## src/hdl/fcc_pkg.sv

```systemverilog
// Shared types, constants and helpers for the force contact classifier.
// Used by the configuration register file, the per-foot update logic and the top level.
package fcc_pkg;

    localparam int NUM_FEET   = 4;
    localparam int WINDOW_MAX = 16;

    localparam int FOOT_W      = 2;
    localparam int FORCE_W     = 32;
    localparam int LEVEL_W     = 31;
    localparam int DELTA_W     = 32;
    localparam int WIN_CFG_W   = 5;
    localparam int COUNT_W     = 8;
    localparam int CFG_IDX_W   = 3;
    localparam int CFG_DATA_W  = 32;
    localparam int RUN_W       = $clog2(WINDOW_MAX + 1);
    localparam int FEET_IDX_W  = (NUM_FEET > 1) ? $clog2(NUM_FEET) : 1;
    localparam int FOOT_CMP_W  = FOOT_W + 6;

    typedef enum logic [CFG_IDX_W-1:0] {
        CFG_FORCE_ON_LEVEL    = 3'd0,
        CFG_FORCE_OFF_LEVEL   = 3'd1,
        CFG_MAX_FORCE_DELTA   = 3'd2,
        CFG_WINDOW_LENGTH     = 3'd3,
        CFG_ON_SAMPLES        = 3'd4,
        CFG_DELTA_OFF_SAMPLES = 3'd5,
        CFG_USE_WINDOW        = 3'd6,
        CFG_USE_ABS_FORCE     = 3'd7
    } cfg_index_t;

    typedef struct packed {
        logic [LEVEL_W-1:0]   force_on_level;
        logic [LEVEL_W-1:0]   force_off_level;
        logic [DELTA_W-1:0]   max_force_delta;
        logic [WIN_CFG_W-1:0] window_length;
        logic [COUNT_W-1:0]   on_samples;
        logic [COUNT_W-1:0]   delta_off_samples;
        logic                 use_window;
        logic                 use_abs_force;
    } cfg_t;

    typedef struct packed {
        logic signed [FORCE_W-1:0] last_force;
        logic                      have_last_force;
        logic [RUN_W-1:0]          stable_run;
        logic [RUN_W-1:0]          deltas_held;
        logic                      contact_active;
        logic [COUNT_W-1:0]        large_delta_count;
        logic [COUNT_W-1:0]        qualify_count;
    } foot_state_t;

    function automatic logic [COUNT_W-1:0] sat_inc(input logic [COUNT_W-1:0] v);
        return (&v) ? v : v + COUNT_W'(1);
    endfunction

endpackage

```

## src/hdl/fcc_cfg_regs.sv

```systemverilog
// Configuration register file of the force contact classifier.
// Depends on fcc_pkg for the register index codes and the cfg_t layout.
module fcc_cfg_regs import fcc_pkg::*;
(
    input  logic                  clk,
    input  logic                  rst_n,
    input  logic                  cfg_write_en,
    input  logic [CFG_IDX_W-1:0]  cfg_index,
    input  logic [CFG_DATA_W-1:0] cfg_data,
    output cfg_t                  cfg
);

    cfg_t cfg_reg;
    cfg_t cfg_next;

    always_comb
    begin
        cfg_next = cfg_reg;
        if (cfg_write_en)
        begin
            case (cfg_index_t'(cfg_index))
                CFG_FORCE_ON_LEVEL:    cfg_next.force_on_level    = cfg_data[LEVEL_W-1:0];
                CFG_FORCE_OFF_LEVEL:   cfg_next.force_off_level   = cfg_data[LEVEL_W-1:0];
                CFG_MAX_FORCE_DELTA:   cfg_next.max_force_delta   = cfg_data[DELTA_W-1:0];
                CFG_WINDOW_LENGTH:     cfg_next.window_length     = cfg_data[WIN_CFG_W-1:0];
                CFG_ON_SAMPLES:        cfg_next.on_samples        = cfg_data[COUNT_W-1:0];
                CFG_DELTA_OFF_SAMPLES: cfg_next.delta_off_samples = cfg_data[COUNT_W-1:0];
                CFG_USE_WINDOW:        cfg_next.use_window        = cfg_data[0];
                CFG_USE_ABS_FORCE:     cfg_next.use_abs_force     = cfg_data[0];
                default:               cfg_next = cfg_reg;
            endcase
        end
    end

    always_ff @(posedge clk or negedge rst_n)
    begin
        if (!rst_n)
        begin
            cfg_reg.force_on_level    <= LEVEL_W'(51200);
            cfg_reg.force_off_level   <= LEVEL_W'(30720);
            cfg_reg.max_force_delta   <= DELTA_W'(10240);
            cfg_reg.window_length     <= WIN_CFG_W'(4);
            cfg_reg.on_samples        <= COUNT_W'(2);
            cfg_reg.delta_off_samples <= COUNT_W'(3);
            cfg_reg.use_window        <= 1'b1;
            cfg_reg.use_abs_force     <= 1'b0;
        end
        else
        begin
            cfg_reg <= cfg_next;
        end
    end

    assign cfg = cfg_reg;

endmodule

```

## src/hdl/fcc_eval.sv

```systemverilog
// Single-sample update of one foot's contact state: force conditioning, delta
// check, window counters and the on/off decision. Depends on fcc_pkg.
module fcc_eval import fcc_pkg::*;
(
    input  cfg_t                      cfg,
    input  foot_state_t               cur,
    input  logic signed [FORCE_W-1:0] force_req,
    input  logic                      force_valid,
    output foot_state_t               nxt,
    output logic                      now_active,
    output logic                      touchdown
);

    logic signed [FORCE_W-1:0] force_val;
    logic signed [FORCE_W:0]   diff_pos;
    logic signed [FORCE_W:0]   diff_neg;
    logic [DELTA_W-1:0]        delta_abs;
    logic                      delta_ok;
    logic [RUN_W-1:0]          wlen;
    logic [RUN_W:0]            held_inc;
    logic [RUN_W-1:0]          run_n;
    logic [RUN_W-1:0]          held_n;
    logic                      stable;
    logic                      too_large;
    logic [COUNT_W-1:0]        ldc_n;
    logic [COUNT_W-1:0]        qual_n;
    logic                      active_n;
    logic signed [FORCE_W-1:0] off_level_s;
    logic signed [FORCE_W-1:0] on_level_s;

    // The most negative force has no positive twin and saturates instead.
    always_comb
    begin
        force_val = force_req;
        if (cfg.use_abs_force && force_req[FORCE_W-1])
        begin
            if (force_req == {1'b1, {(FORCE_W-1){1'b0}}})
                force_val = {1'b0, {(FORCE_W-1){1'b1}}};
            else
                force_val = -force_req;
        end
    end

    // Both differences are formed in parallel so the magnitude is a select.
    assign diff_pos  = {force_val[FORCE_W-1], force_val} -
                       {cur.last_force[FORCE_W-1], cur.last_force};
    assign diff_neg  = {cur.last_force[FORCE_W-1], cur.last_force} -
                       {force_val[FORCE_W-1], force_val};
    assign delta_abs = diff_pos[FORCE_W] ? diff_neg[DELTA_W-1:0] : diff_pos[DELTA_W-1:0];
    assign delta_ok  = delta_abs <= cfg.max_force_delta;

    always_comb
    begin
        if (cfg.window_length == '0)
            wlen = RUN_W'(1);
        else if (RUN_W'(cfg.window_length) > RUN_W'(WINDOW_MAX))
            wlen = RUN_W'(WINDOW_MAX);
        else
            wlen = RUN_W'(cfg.window_length);
    end

    assign held_inc    = {1'b0, cur.deltas_held} + (RUN_W+1)'(1);
    assign off_level_s = $signed({1'b0, cfg.force_off_level});
    assign on_level_s  = $signed({1'b0, cfg.force_on_level});

    always_comb
    begin
        run_n  = cur.stable_run;
        held_n = cur.deltas_held;
        if (cur.have_last_force)
        begin
            if (!delta_ok)
                run_n = '0;
            else if (cur.stable_run >= RUN_W'(WINDOW_MAX))
                run_n = RUN_W'(WINDOW_MAX);
            else
                run_n = cur.stable_run + RUN_W'(1);

            if (held_inc > {1'b0, wlen})
                held_n = wlen;
            else
                held_n = held_inc[RUN_W-1:0];
        end

        if (cfg.use_window)
            stable = (held_n == wlen) && (run_n >= held_n);
        else
            stable = cur.have_last_force && delta_ok;

        too_large = !cur.have_last_force || !delta_ok;
        ldc_n     = cur.large_delta_count;
        qual_n    = cur.qualify_count;

        if (cur.contact_active)
        begin
            ldc_n    = too_large ? sat_inc(cur.large_delta_count) : '0;
            active_n = (force_val > off_level_s) && (ldc_n < cfg.delta_off_samples);
            if (!active_n)
            begin
                qual_n = '0;
                ldc_n  = '0;
            end
        end
        else
        begin
            qual_n   = ((force_val >= on_level_s) && stable) ?
                       sat_inc(cur.qualify_count) : '0;
            active_n = qual_n >= cfg.on_samples;
            if (active_n)
            begin
                qual_n = '0;
                ldc_n  = '0;
            end
        end
    end

    // An invalid sample wipes the foot and reports no contact.
    always_comb
    begin
        if (force_valid)
        begin
            nxt.last_force        = force_val;
            nxt.have_last_force   = 1'b1;
            nxt.stable_run        = run_n;
            nxt.deltas_held       = held_n;
            nxt.contact_active    = active_n;
            nxt.large_delta_count = ldc_n;
            nxt.qualify_count     = qual_n;
            now_active            = active_n;
            touchdown             = active_n && !cur.contact_active;
        end
        else
        begin
            nxt        = '0;
            now_active = 1'b0;
            touchdown  = 1'b0;
        end
    end

endmodule

```

## src/hdl/force_contact_classifier_unit.sv

```systemverilog
// An accepted word is captured in the input register, evaluated against its foot's
// state and offered from the result register, which holds it while stalled.
// Throughput: one word per cycle unless the result side stalls; the per-foot state
// is read, updated and written back as the word advances, so same-foot words may
// follow back to back. Reset (rst_n, asynchronous, active low) clears all foot
// state, loads the default thresholds and empties both pipeline registers.
module force_contact_classifier_unit import fcc_pkg::*;
(
    input  logic                      clk,
    input  logic                      rst_n,
    // Configuration write port.
    input  logic                      cfg_write_en,
    input  logic [CFG_IDX_W-1:0]      cfg_index,
    input  logic [CFG_DATA_W-1:0]     cfg_data,
    // Input channel.
    input  logic                      in_valid,
    output logic                      in_stall,
    input  logic [FOOT_W-1:0]         foot,
    input  logic signed [FORCE_W-1:0] force_req,
    input  logic                      force_valid,
    // Result channel.
    output logic                      out_valid,
    input  logic                      out_stall,
    output logic [FOOT_W-1:0]         result_foot,
    output logic                      in_contact,
    output logic                      touchdown
);

    cfg_t cfg;

    fcc_cfg_regs u_cfg_regs
    (
        .clk          (clk),
        .rst_n        (rst_n),
        .cfg_write_en (cfg_write_en),
        .cfg_index    (cfg_index),
        .cfg_data     (cfg_data),
        .cfg          (cfg)
    );

    // Input register stage. It holds one word while the compute stage cannot
    // move, which happens only when the result register is full and stalled.
    logic                      in_valid_reg;
    logic                      in_valid_next;
    logic [FOOT_W-1:0]         in_foot_reg;
    logic signed [FORCE_W-1:0] in_force_reg;
    logic                      in_fvalid_reg;

    logic in_accept;
    logic advance;

    assign advance   = in_valid_reg && (!out_valid || !out_stall);
    assign in_stall  = in_valid_reg && !advance;
    assign in_accept = in_valid && !in_stall;

    always_comb
    begin
        if (in_accept)
            in_valid_next = 1'b1;
        else if (advance)
            in_valid_next = 1'b0;
        else
            in_valid_next = in_valid_reg;
    end

    always_ff @(posedge clk or negedge rst_n)
    begin
        if (!rst_n)
            in_valid_reg <= 1'b0;
        else
            in_valid_reg <= in_valid_next;
    end

    always_ff @(posedge clk)
    begin
        if (in_accept)
        begin
            in_foot_reg   <= foot;
            in_force_reg  <= force_req;
            in_fvalid_reg <= force_valid;
        end
    end

    // Per-foot state. Only the addressed foot is read and, on advance, written;
    // a foot index beyond the configured number of feet touches nothing and
    // reports no contact.
    foot_state_t             state_reg [NUM_FEET];
    foot_state_t             state_next;
    logic [FEET_IDX_W-1:0]   foot_idx;
    logic                    foot_ok;
    logic                    eval_active;
    logic                    eval_touchdown;

    assign foot_idx = FEET_IDX_W'(in_foot_reg);
    assign foot_ok  = FOOT_CMP_W'(in_foot_reg) < FOOT_CMP_W'(NUM_FEET);

    fcc_eval u_eval
    (
        .cfg         (cfg),
        .cur         (state_reg[foot_idx]),
        .force_req   (in_force_reg),
        .force_valid (in_fvalid_reg),
        .nxt         (state_next),
        .now_active  (eval_active),
        .touchdown   (eval_touchdown)
    );

    always_ff @(posedge clk or negedge rst_n)
    begin
        if (!rst_n)
            state_reg <= '{default: '0};
        else if (advance && foot_ok)
            state_reg[foot_idx] <= state_next;
    end

    // Result register. It takes a new word whenever the compute stage advances,
    // which includes the cycle in which the previous result is being taken.
    logic              out_valid_reg;
    logic              out_valid_next;
    logic [FOOT_W-1:0] out_foot_reg;
    logic              out_contact_reg;
    logic              out_touchdown_reg;

    always_comb
    begin
        if (advance)
            out_valid_next = 1'b1;
        else if (out_valid_reg && !out_stall)
            out_valid_next = 1'b0;
        else
            out_valid_next = out_valid_reg;
    end

    always_ff @(posedge clk or negedge rst_n)
    begin
        if (!rst_n)
            out_valid_reg <= 1'b0;
        else
            out_valid_reg <= out_valid_next;
    end

    always_ff @(posedge clk)
    begin
        if (advance)
        begin
            out_foot_reg      <= in_foot_reg;
            out_contact_reg   <= foot_ok && eval_active;
            out_touchdown_reg <= foot_ok && eval_touchdown;
        end
    end

    assign out_valid   = out_valid_reg;
    assign result_foot = out_foot_reg;
    assign in_contact  = out_contact_reg;
    assign touchdown   = out_touchdown_reg;

endmodule

```

## config.mk

```make
export PLATFORM = sky130hd
export DESIGN_NAME = force_contact_classifier_unit
export DESIGN_NICKNAME = d
export VERILOG_FILES = /design/src/hdl/fcc_pkg.sv /design/src/hdl/fcc_cfg_regs.sv /design/src/hdl/fcc_eval.sv /design/src/hdl/force_contact_classifier_unit.sv
export SDC_FILE = /design/constraint.sdc
export NUM_CORES = 1
export LEC_CHECK = 0
export ABC_AREA = 1
export BUFFER_PORTS_ARGS = -buffer_cell sky130_fd_sc_hd__buf_2
export CORE_MARGIN = 2
export CORE_UTILIZATION = 64
export CTS_CLUSTER_SIZE = 12
export DETAILED_ROUTE_END_ITERATION = 12
export GPL_TIMING_DRIVEN = 1
export PLACE_DENSITY = 0.91
export SETUP_SLACK_MARGIN = 0.1
export SYNTH_ARGS = -nofsm -noshare
export SYNTH_HDL_FRONTEND = slang
export SYNTH_SLANG_ARGS = --single-unit
```

## constraint.sdc

```tcl
create_clock -name clk -period 10.79 [get_ports clk]
set_input_delay 2.158 -clock clk [delete_from_list [all_inputs] [get_ports clk]]
set_output_delay 2.158 -clock clk [all_outputs]
set_load 0.01 [all_outputs]
```

==> results.toml <==
[timing]
grt_setup_unrepaired = "false"
slew_headroom_pct = 21.2
skew_ns = 0.0240
hold_viol = 0
tightest_slew_ns = 1.18
fin_crit_ns = 10.03
tns_ns = 0
maxSlewViolCount = 0
max_clock_freq_mhz = 99.7
worst_slack_ns = 0.764
setup_violations = 0
min_period_over_period_pct = 92.9

[finish]
num-nets-final = 3696
largest_reg_flops = 240
final_layout_size_suffix_gt1_share_pct = 8.99
postLayoutCellArea_um2 = 27900
syn_to_final_growth_pct = 8.79

[status]
status = "finished clean"

[hold_path]
hold_class = "register to register"
min_from = "state_reg[120]"
hold_depth = 2
whs_endpoint = "state_reg[120]"

[worst_setup_path]
r2r_start = "in_force_reg[0]"
critPathBufInv = 14
worst-endpoint-required_ns = 11.32
r2r_cells = 70
r2r_slack_ns = 0.76
startpoint_type = "register"
crit_top_cell = "nand2_1"
cpPeakStageDelay_ns = 0.41
path_delay_family = "simple AND/OR/NAND/NOR gates"
path_max_fanout = 21
r2r-end = "state_reg[4]"
arrival_ns = 10.55
cp_slowest_cell = "edfxtp_1"
path_class = "register to register"
endpoint_kind = "register"

[clock_network]
clk_root_buffer_cell = "clkbuf_16"
ctsHtreeMaxLevel = 2
clock-sinks = 398
clk_pin_slew_ns = 0.06
cts_made_buffers = 44
cts_buffer_depth = 3
tritoncts = "built"
clk_latency_ns = 0.60

[detailed_routing]
vias_per_cell = 5.97
drt-initial-drc-count = 2763
vias = 23900
antenna_left = 0
first_pass_iters = 8
wirelength_um = 77900
wire_per_inst_um = 19.5
drc = 0

[yosys]
syn-cell-area_um2 = 25600
syn_inst = 3392
synth_top_area_share_pct = 33.7
avgSynthCellArea_um2 = 7.55
synth_largest_area_cell = "dfrtp_1"
synth_nets = 3654
synthArstFlopShare_pct = 90.2
synth_ff_type = "dfrtp_1"
ys_top_cells_by_area = "dfrtp_1 (34%), nand2_1 (13%), ha_1 (9.0%), inv_1 (7.5%), o21ai_0 (6.2%)"
synth_edf_count = 39
synth.most_common_cell = "nand2_1"
synth_cell_types = 63
yosys_warnings = 0
ys_seq_area_share_pct = 39.7
synth_seq_cells = 398
synth_common_cells = "nand2_1 (870), inv_1 (512), dfrtp_1 (345), o21ai_0 (317), nor2_1 (228)"

[grt]
antenna_found_initial = 0
grt_pass1_vias = 22700
grt_pass1_wl_um = 122000
grt_max_degree = 170
grt_usage_pct = 37.6
overflow = 0

[power_and_ir_drop]
p_leak_nw = 14.5
powerDensity_nw_per_um2 = 237
vdd_drop_max_mv = 0.237

[die]
dieArea_um2 = 41700
dieWidth_um = 204
initial_core_util_pct = 64.6
rows = 73
coreArea_um2 = 39600
die_h_um = 204
ios = 81

[placement]
place_hpwl_um = 54000
placed_cell_area_um2 = 26400
gp_congestion = 1.00
dp_slack_ns = 0.746
numPortBuffers = 80

[run]
max_cap_violations = 0
## kinds of logic (layout without fill, tap and decap cells)
group,after synthesis,in the layout,synth area share (%)
DFF,398,398,39.7
AOI/OAI and AO/OA,700,700,15.4
adders and majority gates,187,187,9.19
other,0,1,0
xor gates and xnor gates,77,77,2.63
and+or+nand+nor,1384,1384,23.0
buffers and inverters,646,723,10.0
## placed cells by master (no fill, tap or decap), types with 34 or more instances in the layout
master and count:
o21a_1 39, nand2_2 34, o22ai_1 65, nand3_1 143
inv_1 512, buf_2 79, edfxtp_1 39, xor2_1 63
buf_4 37, nor2_1 223, o21ai_0 317, dfrtp_1 345
ha_1 185, clkbuf_16 45, a21oi_1 188, nand2_1 867
## power by group
part | total (W) | internal [W] | switching, W
clock network | 0.00149 | 0.000855 | 0.000639
registers | 0.00203 | 0.00185 | 0.000184
logic | 0.00308 | 0.00105 | 0.00202
total | 0.00660 | 0.00375 | 0.00285
## metrics by stage
stage | std cells | util, % | power, W | hold slack, ns
2_1_floorplan | 3392 | - | 0.00418 | 0.434
3_3_place_gp | 3908 | 66.6 | 0.00493 | 0.442
3_5_place_dp | 3908 | 66.6 | 0.00501 | 0.465
4_1_cts | 3989 | 70.2 | 0.00652 | 0.482
5_1_grt | 3994 | 70.3 | 0.00705 | 0.496
6_report | 3995 | 70.3 | 0.00660 | 0.479
## per-layer routing
| metal | wire length [um] | global-route usage (%) | vias to the layer above |
|---|---|---|---|
| li1 | - | - | 11100 |
| met1 | 31400 | 51.0 | 11100 |
| met2 | 34300 | 57.3 | 1423 |
| met3 | 8770 | 8.94 | 253 |
| met4 | 3450 | 17.0 | 0 |
| met5 | 0 | 0 | - |
## layout make-up
class	count	area [um^2]
antenna	1	2.50
multi-input combinational	2348	12900
timing repair buffer	119	728
clock buffer	66	1280
tap	525	657
clock inverter	15	140
sequential	398	10200
inverter	523	1980
fill	3101	11800
## repair_timing
item,4_1_cts,5_1_grt
gates resized for setup,0,5
hold endpoints to repair,0,0
setup buffers,0,5
hold buffers,0,0
setup endpoints to repair,0,70
## worst max path at each step
stage | startpoint | end | slack (ns) | cells after the start
detailed placement | in_force_reg[0] | state_reg[183] | 0.75 | 70
global placement | in_force_reg[0] | state_reg[3] | 0.92 | 70
CTS | in_force_reg[0] | state_reg[4] | 0.65 | 70
global route | in_force_reg[0] | state_reg[63] | 0.14 | 60
floorplan | in_force_reg[0] | state_reg[60] | 2.71 | 61
finish | in_force_reg[0] | state_reg[4] | 0.76 | 70
## worst register-to-register path, delay by kind of cell (launching register included)
| kind | cells | cell delay, ns |
|---|---|---|
| adders and majority gates | 5 | 1.37 |
| AOI/OAI and AO/OA | 12 | 1.70 |
| and+or+nand+nor | 39 | 4.69 |
| buffers and inverters | 14 | 1.81 |
| DFF | 1 | 0.41 |
Power figures use the tool's default switching activity.
